## config.mk

```make
export PLATFORM = sky130hd
export DESIGN_NAME = nsgs_ctrl
export DESIGN_NICKNAME = d
export VERILOG_FILES = /design/src/rtl/core/nsgs_pkg.sv /design/src/rtl/core/nsgs_ctrl.sv
export SDC_FILE = /design/constraint.sdc
export NUM_CORES = 1
export LEC_CHECK = 0
export BUFFER_PORTS_ARGS = -buffer_cell sky130_fd_sc_hd__buf_4
export CORE_AREA = 8 8 45 47
export DETAILED_ROUTE_END_ITERATION = 8
export DIE_AREA = 0 0 53 55
export GPL_TIMING_DRIVEN = 0
export PLACE_DENSITY = 0.32
export SLEW_MARGIN = 10
export SYNTH_ARGS = -nofsm -noshare
export SYNTH_HDL_FRONTEND = slang
export SYNTH_SLANG_ARGS = --single-unit
```

## constraint.sdc

```tcl
create_clock -name clock -period 1.9 [get_ports clock]
set_clock_uncertainty 0.15 [all_clocks]
set_input_delay 0.095 -clock clock [delete_from_list [all_inputs] [get_ports clock]]
set_output_delay 0.095 -clock clock [all_outputs]
set_load 0.02 [all_outputs]
```

## src/rtl/core/nsgs_pkg.sv

```systemverilog
// ----------------------------------------------------------------------------
// nsgs_pkg
// Shared types and constants for the nearest smaller/greater stack block.
// ----------------------------------------------------------------------------
package nsgs_pkg;

   // register index of the control register, taken from paddr bit 2
   localparam logic CSR_IDX_SEEK_GREATER = 1'b0;

   typedef struct packed {
      logic accept;   // capture the incoming beat
      logic pop;      // drop the cached top, fetch the next one
      logic load;     // move fetched entry into the top register
      logic finish;   // emit result and push the element
   } nsgs_cmd_type;

   typedef struct packed {
      logic empty;    // stack holds no entries
      logic keep;     // top satisfies the strict comparison
      logic out_free; // result register can take a new beat
   } nsgs_status_type;

endpackage

```

## src/rtl/core/nsgs_ctrl.sv

```systemverilog
// ----------------------------------------------------------------------------
// nsgs_ctrl
// Sequencer: accepts a beat, pops failing entries through the compare and load
// states, then hands the result to the output register and pushes the element.
// ----------------------------------------------------------------------------
module nsgs_ctrl
   import nsgs_pkg::*;
(
   input  logic            clock,
   input  logic            reset,
   input  logic            req_tvalid,
   output logic            req_tready,
   input  nsgs_status_type status,
   output nsgs_cmd_type    cmd
);

   typedef enum logic [1:0] {
      ST_IDLE,
      ST_COMPARE,
      ST_LOAD
   } state_type;

   state_type state_ff;
   state_type state_in;

   always_comb begin
      state_in   = state_ff;
      cmd        = '0;
      req_tready = 1'b0;
      case (state_ff)
         ST_IDLE: begin
            req_tready = 1'b1;
            if (req_tvalid) begin
               cmd.accept = 1'b1;
               state_in   = ST_COMPARE;
            end
         end
         ST_COMPARE: begin
            if (!status.empty && !status.keep) begin
               cmd.pop  = 1'b1;
               state_in = ST_LOAD;
            end else if (status.out_free) begin
               cmd.finish = 1'b1;
               state_in   = ST_IDLE;
            end
         end
         ST_LOAD: begin
            cmd.load = 1'b1;
            state_in = ST_COMPARE;
         end
         default: begin
            state_in = ST_IDLE;
         end
      endcase
   end

   always_ff @(posedge clock) begin
      if (reset) begin
         state_ff <= ST_IDLE;
      end else begin
         state_ff <= state_in;
      end
   end

endmodule

```

==> run metrics, run 1 <==
status=completed; Power Density=approximately 700 nW/um2; Hold Path Stages=3; HP Class=in2out; Setup violations, final=0; CP arrival=1.71 ns; Final Net Count=39; RR Startpoint=state_ff[1]; Yosys cell types=11; type of origin of the critical path=input pin; layout cells sized above 1=between 40% and 50%; Port Buf Inserts=10; final hold slack=between 0.3 and 0.4 ns; Root Buffer=clkbuf_4; final-report hold violation count=0; worst-margin pin slew=just over 0.2 ns; Max Cap Violations=0; fmax=0.5893 GHz; sequential area share after synthesis=about 34%; Hold EP=cmd[3]; fin crit share=89.31%; Slew Limit Fails=0; Cell Rows=14; Total Wirelength=between 400 and 500 um; Post-synth EDFFs=0; gpl congestion=around 0.64; Worst path max stage delay=between 0.5 and 0.6 ns; num ports=11; Area contributors post-synth=dfxtp_1, nor3_1, nor3_2; Regs by FF count=state_ff: 2 flops; vias in the first global route=between 150 and 200; Via-to-Cell Ratio=3.426; Clock H-tree levels=1; Reg2Reg Capture Point=state_ff[0]; #FFs+latches synth=2; WS Path Type=in2reg; number of remaining DRC errors=0; setup bufs post-CTS=0; critical path, cell by cell=dlygate4sd3_1 > buf_4 > nor2_1 > o31a_1 > nor3_2 > dlygate4sd3_1; die span in x=~53 um; RSZ-0062 raised after global routing=false; height of the die=around 55 um; Tmin final=around 1.7 ns; via count=around 160; Pre-Repair DR Iteration Count=2; post-synth top area cell=dfxtp_1; initial core utilization=about 8.4%; Max FO, Critical Path=3; relative slew slack=between 80% and 90%; Syn. warnings=0; starting DRC count in detailed routing=3; CP max-delay cell=dlygate4sd3_1; DIE AREA=roughly 2900 um2; CTS resizes=0; Worst-path clk slew=around 0.03 ns; CP delay by family, top=buffers and inverters; deepest clock path buffer count=2; Synth Flop Type=dfxtp_1; Fin Setup TNS=0 ns; detailed placement HPWL=~370 um; CTS sink count=2; n_diodes=0; Post-Syn Nets=20; CTS tree=built; Bufs and invs on worst path=3; largest net degree at the start of global routing=6; FF-to-FF path depth=3; GRT Util Overall=~4%; Synth Cell Area=between 100 and 150 um2; cell mode on critical path=dlygate4sd3_1; synthesized netlist cell count=14; max reg flops=2; FF-to-FF setup slack=approximately 0.36 ns; Layout area overhead=135.5%; Core Area=~1400 um2; Biggest register=state_ff; P_leak=0.1255 nW; Worst Hold Launch=req_tvalid; Yosys top cell area share=about a third; total gr overflow=0; initial antenna violation count=0; remaining antenna violation count=0; hold_buf cts=4; Worst EP required=between 1.5 and 2 ns; synth cell count leaders=dfxtp_1, nor2_1, nor3_1; first-pass GRT wire length=around 790 um; synthesized area per cell=~8.3 um2; Crit. End Element=flop; Async SR Flop Fraction=0%; Avg WL per Cell=10.30 um; peak supply drop=~0.16 mV; total CTS buffers=3; Clock Latency Late Sink=between 0.2 and 0.25 ns
-- placed cells by master (no fill, tap or decap), drive strengths merged --
master and count:
and2 1, dlygate4sd3 4, o31a 1, dfxtp 2
nor2 2, clkbuf 3, nor3 3, nor3b 1
nand2b 1, buf 11, nor4 1, nor2b 1
-- kinds of logic (layout without fill, tap and decap cells) --
group,after synthesis,in the layout,synth area share (%)
AND/OR/NAND/NOR,10,10,51.63
flip-flops,2,2,34.41
AO/OA/AOI/OAI,1,1,7.528
buffers and inverters,1,18,6.454
-- metrics by stage --
stage / utilization [%] / setup WS (ns) / cell area (um2) / instances / power, mW
global placement: 15.28 / 0.7349 / 211.5 / 40 / 0.08980
CTS: 19.80 / 0.2134 / 274.0 / 47 / 0.1962
detailed placement: 15.28 / 0.7437 / 211.5 / 40 / 0.08995
global route: 19.80 / 0.1102 / 274.0 / 47 / 0.2043
finish: 19.80 / 0.2030 / 274.0 / 47 / 0.1910
floorplan: - / 0.6476 / 116.4 / 14 / 0.06779
-- worst max-delay path by stage --
| stage | startpoint | endpoint | slack (ns) | depth (start not counted) |
|---|---|---|---|---|
| finish | status[1] | state_ff[0] | 0.20 | 6 |
| global route | status[1] | state_ff[0] | 0.11 | 6 |
| CTS | status[1] | state_ff[0] | 0.21 | 6 |
| detailed placement | state_ff[1] | cmd[2] | 0.74 | 4 |
| global placement | state_ff[1] | cmd[2] | 0.73 | 4 |
| floorplan | state_ff[1] | cmd[0] | 0.65 | 2 |
-- worst min-delay path, stage by stage --
cell and delay [ns]:
buf_4 0.09, and2_1 0.11, buf_4 0.13
-- layout make-up --
cell class                      count  area, um2
Fill cell                         152       1110
Timing Repair Buffer               14      115.1
Multi-Input combinational cell     11      68.82
Sequential cell                     2      40.04
Clock buffer                        3      22.52
Tap cell                           16      20.02
Buffer                              1      7.507
-- power by group --
group | leakage (nW) | internal [mW] | switching (mW) | total, mW
registers | 0.0164 | 0.0447 | 0.00321 | 0.0479
logic | 0.0952 | 0.0266 | 0.0214 | 0.0479
clock network | 0.0138 | 0.0698 | 0.0253 | 0.0951
total | 0.125 | 0.141 | 0.0499 | 0.191
-- routing by layer --
layer	up-vias	wire [um]	global-route usage, %
li1	83	-	-
met1	68	188	3.625
met2	10	172	4.492
met3	0	123	3.743
met4	0	0	5.172
met5	-	0	0
Power figures use the tool's default switching activity.
==> inputs of run 2 (changes only) <==
--- a/config.mk
+++ b/config.mk
@@ -10,6 +10,7 @@
 export DETAILED_ROUTE_END_ITERATION = 8
 export DIE_AREA = 0 0 53 55
 export GPL_TIMING_DRIVEN = 0
+export MAX_ROUTING_LAYER = met4
 export PLACE_DENSITY = 0.32
 export SLEW_MARGIN = 10
 export SYNTH_ARGS = -nofsm -noshare
==> run 2 against run 1 <==
  * First-iteration DRC count did not move
  * Sequential share of layout area unchanged
  * Combinational power about the same
  * Non-clock buffer count did not move
  * Cell count unchanged
  * Sequential cell count is the same
  * Sequential power barely moved
  * Die area stayed put
  * Highest routed layer unchanged
  * Power is essentially flat
==> run metrics, run 2 (synthesis results as in run 1) <==
Clock Latency Late Sink=between 0.2 and 0.25 ns; Post-Layout Inst Area=between 200 and 300 um2; commonest non-fill, non-tap cell in the layout=buf_4; total gr overflow=0; remaining antenna violation count=0; FF-to-FF setup slack=0.36 ns; Hold EP=cmd[3]; Root Buffer=clkbuf_4; Pre-Repair DR Iteration Count=2; fin crit share=between 80 and 90%; Reg2Reg Capture Point=state_ff[0]; max reg flops=2; Worst EP required=around 1.9 ns; Fin Setup TNS=0 ns; num ports=11; Max Cap Violations=0; Total Wirelength=slightly below 500 um; deepest clock path buffer count=2; internal power=about 0.14 mW; initial antenna violation count=0; Post-DP Area=between 200 and 250 um2; FF-to-FF path depth=3; Cell Rows=14; final hold slack=0.3686 ns; die span in x=roughly 53 um; register area=between 40 and 50 um2; vias in the first global route=between 150 and 200; layout cells sized above 1=between 40% and 50%; commonest cells after routing, fill and taps aside=buf_4, dlygate4sd3_1, clkbuf_4; Tmin final=~1.7 ns; clock group share of total power=around half; critical path, cell by cell=dlygate4sd3_1 > buf_4 > nor2_1 > o31a_1 > nor3_2 > dlygate4sd3_1; Max FO, Critical Path=3; via count=between 150 and 200; fmax=0.5892 GHz; CTS tree=built; Regs by FF count=state_ff: 2 flops; Hold Path Stages=3; Layout area overhead=135.5%; Avg WL per Cell=10.30 um; RR Startpoint=state_ff[1]; sw frac=a little over a quarter; CP arrival=between 1.5 and 2 ns; final-report hold violation count=0; type of origin of the critical path=input pin; Port Buf Inserts=10; GRT Util Overall=under 10%; status=completed; DIE AREA=between 2000 and 3000 um2; Worst path max stage delay=0.56 ns; Logic pwr share=25.1%; CP max-delay cell=dlygate4sd3_1; Multi-input gate area=between 60 and 70 um2; detailed placement HPWL=368.8 um; Crit. End Element=flop; part of the power in registers=about 25%; gpl congestion=about 0.64; P_leak=0.1255 nW; peak supply drop=between 0.15 and 0.2 mV; initial core utilization=around 8.4%; # fillers=approximately 150; Critical Path Start=status[1]; HP Class=in2out; height of the die=~55 um; Setup violations, final=0; Via-to-Cell Ratio=~3.4; RSZ-0062 raised after global routing=false; Power Density=696.9 nW/um2; Layout Utilization=between 10% and 20%; Slew Limit Fails=0; starting DRC count in detailed routing=3; CTS sink count=2; Clock H-tree levels=1; Worst Hold Launch=req_tvalid; largest net degree at the start of global routing=6; number of remaining DRC errors=0; Final Net Count=39; total CTS buffers=3; Biggest register=state_ff; cell mode on critical path=dlygate4sd3_1; setup bufs post-CTS=0; worst-margin pin slew=roughly 0.2 ns; n_diodes=0; Core Area=between 1000 and 1500 um2; net load switching power=0.04985 mW; first-pass GRT wire length=slightly below 800 um; Worst-path clk slew=0.03 ns; relative slew slack=a little under nine tenths; WS Path Type=in2reg
==> run 2: worst max path at each step <==
stage / end / depth (start not counted) / slack (ns)
after CTS: state_ff[0] / 6 / 0.21
final: state_ff[0] / 6 / 0.20
after global placement: cmd[2] / 4 / 0.73
after global routing: state_ff[0] / 6 / 0.11
after detailed placement: cmd[2] / 4 / 0.74
after floorplan: cmd[0] / 2 / 0.65
==> run 2: critical path: cells and delay by family <==
family | cells | cell delay (ns)
AOI/OAI and AO/OA | 1 | 0.24
and+or+nand+nor | 2 | 0.18
buffers and inverters | 3 | 1.20
==> run 2: metrics by stage <==
stage                     total power, mW  cells  setup slack (ns)
final                              0.1910     47            0.2029
after detailed placement          0.08995     40            0.7437
after global placement            0.08980     40            0.7349
after floorplan                   0.06779     14            0.6476
after global routing               0.2043     47            0.1101
after CTS                          0.1962     47            0.2134
==> run 2: final cells by class <==
cell class	count	share of cell area, %
Timing Repair Buffer	14	42.01
Multi-Input combinational cell	11	25.11
Sequential cell	2	14.61
Clock buffer	3	8.219
Tap cell	16	7.306
Buffer	1	2.740
==> run 2: power groups by stage <==
stage / Clock, mW / Sequential, mW / Combinational, mW
5_1_grt: 0.104 / 0.0481 / 0.0522
4_1_cts: 0.100 / 0.0476 / 0.0483
3_3_place_gp: 0 / 0.0480 / 0.0418
3_5_place_dp: 0 / 0.0481 / 0.0418
6_report: 0.0951 / 0.0479 / 0.0479
2_1_floorplan: 0 / 0.0474 / 0.0203
==> run 2: what timing repair did <==
item | CTS | global route
setup endpoints to repair | 0 | 0
endpoints found under the hold margin | 2 | 0
hold buffers | 4 | 0
resized for setup | 0 | 0
==> run 2: routing by layer <==
| layer | vias up | GRT usage [%] | routed length, um |
|---|---|---|---|
| met5 | - | - | 0 |
| met4 | 0 | 5.172 | 0 |
| met3 | 0 | 2.674 | 88 |
| met2 | 10 | 4.492 | 172 |
| met1 | 68 | 4.230 | 222 |
| li1 | 83 | - | - |
==> inputs of run 3 (changes only) <==
--- a/config.mk
+++ b/config.mk
@@ -5,7 +5,7 @@
 export SDC_FILE = /design/constraint.sdc
 export NUM_CORES = 1
 export LEC_CHECK = 0
-export BUFFER_PORTS_ARGS = -buffer_cell sky130_fd_sc_hd__buf_4
+export BUFFER_PORTS_ARGS = -buffer_cell sky130_fd_sc_hd__buf_2
 export CORE_AREA = 8 8 45 47
 export DETAILED_ROUTE_END_ITERATION = 8
 export DIE_AREA = 0 0 53 55
==> run 3 against run 2 <==
  * Die area stayed put
  * Clock power decreased by 2.6%
  * Non-clock buffer count did not move
  * Sequential cell count stayed put
==> run metrics, run 3 (synthesis results as in run 1) <==
Worst-path clk slew=approximately 0.03 ns; CTS resizes=0; first-pass GRT wire length=772 um; setup bufs post-CTS=0; final hold slack=0.4065 ns; FF-to-FF path depth=3; gpl congestion=roughly 0.65; placed insts=40; FF-to-FF setup slack=~0.36 ns; Reg2Reg Capture Point=state_ff[0]; Critical Path Start=status[1]; fin cells=47; CTS tree=built; RR Startpoint=state_ff[1]; Cell Rows=14; num ports=11; Layout area overhead=114.0%; Post-Layout Inst Area=roughly 250 um2; fmax=between 0.5 and 0.6 GHz; HP Class=in2out; n_diodes=0; status=completed; Avg WL per Cell=~10 um; commonest non-fill, non-tap cell in the layout=buf_2; Via-to-Cell Ratio=3.362; deepest clock path buffer count=2; detailed placement HPWL=374 um; initial core utilization=8.409%; Port Buf Inserts=10; P_leak=0.1193 nW; Worst EP required=around 1.9 ns; commonest cells after routing, fill and taps aside=buf_2, dlygate4sd3_1, clkbuf_4; GRT Util Overall=around 4%; Max FO, Critical Path=3; Core Area=1384 um2; remaining antenna violation count=0; fin crit share=between 80% and 90%; vias in the first global route=between 150 and 200; Layout Utilization=between 15 and 20%; DIE AREA=2915 um2; Root Buffer=clkbuf_4; Slew Limit Fails=0; Pre-Repair DR Iteration Count=1; Multi-input gate area=around 69 um2; WS Path Type=in2reg; total CTS buffers=3; relative slew slack=roughly 86%; Max Cap Violations=0; Regs by FF count=state_ff: 2 flops; critical path endpoint=state_ff[0]; Tmin final=around 1.7 ns; hold_buf cts=4; max reg flops=2; CTS sink count=2; Power Density=around 730 nW/um2; number of remaining DRC errors=0; initial antenna violation count=0; worst-margin pin slew=slightly above 0.2 ns; largest net degree at the start of global routing=6; CP arrival=between 1.5 and 2 ns; Biggest register=state_ff; Crit. End Element=flop; # fillers=162; height of the die=around 55 um; RSZ-0062 raised after global routing=false; total gr overflow=0; final-report hold violation count=0; die span in x=53 um; Setup violations, final=0; type of origin of the critical path=input pin; via count=~160; Clock Latency Late Sink=0.22 ns; Final Net Count=39; Fin Setup TNS=0 ns; register area=about 40 um2; starting DRC count in detailed routing=0; peak supply drop=0.2208 mV; layout cells sized above 1=48.39%; Post-DP Area=186.4 um2; Total Wirelength=469 um; Clock H-tree levels=1
## run 3: worst min path at each step
stage | startpoint | endpoint | cells past startpoint
2_1_floorplan | reset | state_ff[0] | 1
3_3_place_gp | reset | state_ff[0] | 2
3_5_place_dp | reset | state_ff[0] | 2
4_1_cts | req_tvalid | cmd[3] | 3
5_1_grt | req_tvalid | cmd[3] | 3
6_report | req_tvalid | cmd[3] | 3
## run 3: cell type report
type                    instances  share of cell area, %
plain buffers                   1                  3.015
clock buffers                   3                  9.045
multi-input cells              11                  27.64
flip-flops and latches          2                  16.08
well taps                      16                  8.040
repair buffers                 14                  36.18
## run 3: critical path, stage by stage
cell,delay (ns)
dlygate4sd3_1,0.52
buf_2,0.12
nor2_1,0.05
o31a_1,0.24
nor3_2,0.14
dlygate4sd3_1,0.55
## run 3: power breakdown
part           total, mW  leakage (nW)  internal [mW]  switching, mW
clock             0.0926        0.0138         0.0696         0.0230
combinational     0.0414        0.0891         0.0203         0.0211
sequential        0.0477        0.0164         0.0448        0.00293
## run 3: metrics by stage
stage               power [mW]  worst slack [ns]
global placement       0.08289            0.7057
floorplan              0.06779            0.6476
CTS                     0.1896            0.1932
finish                  0.1817            0.1907
global route            0.1954           0.09542
detailed placement     0.08349            0.7370
## run 3: per-layer routing
metal / track usage, % / up-vias / wire (um)
met4: 5.172 / 0 / 0
met3: 3.209 / 0 / 93
met2: 4.297 / 10 / 154
li1: - / 83 / -
met1: 4.079 / 65 / 221
met5: - / - / 0
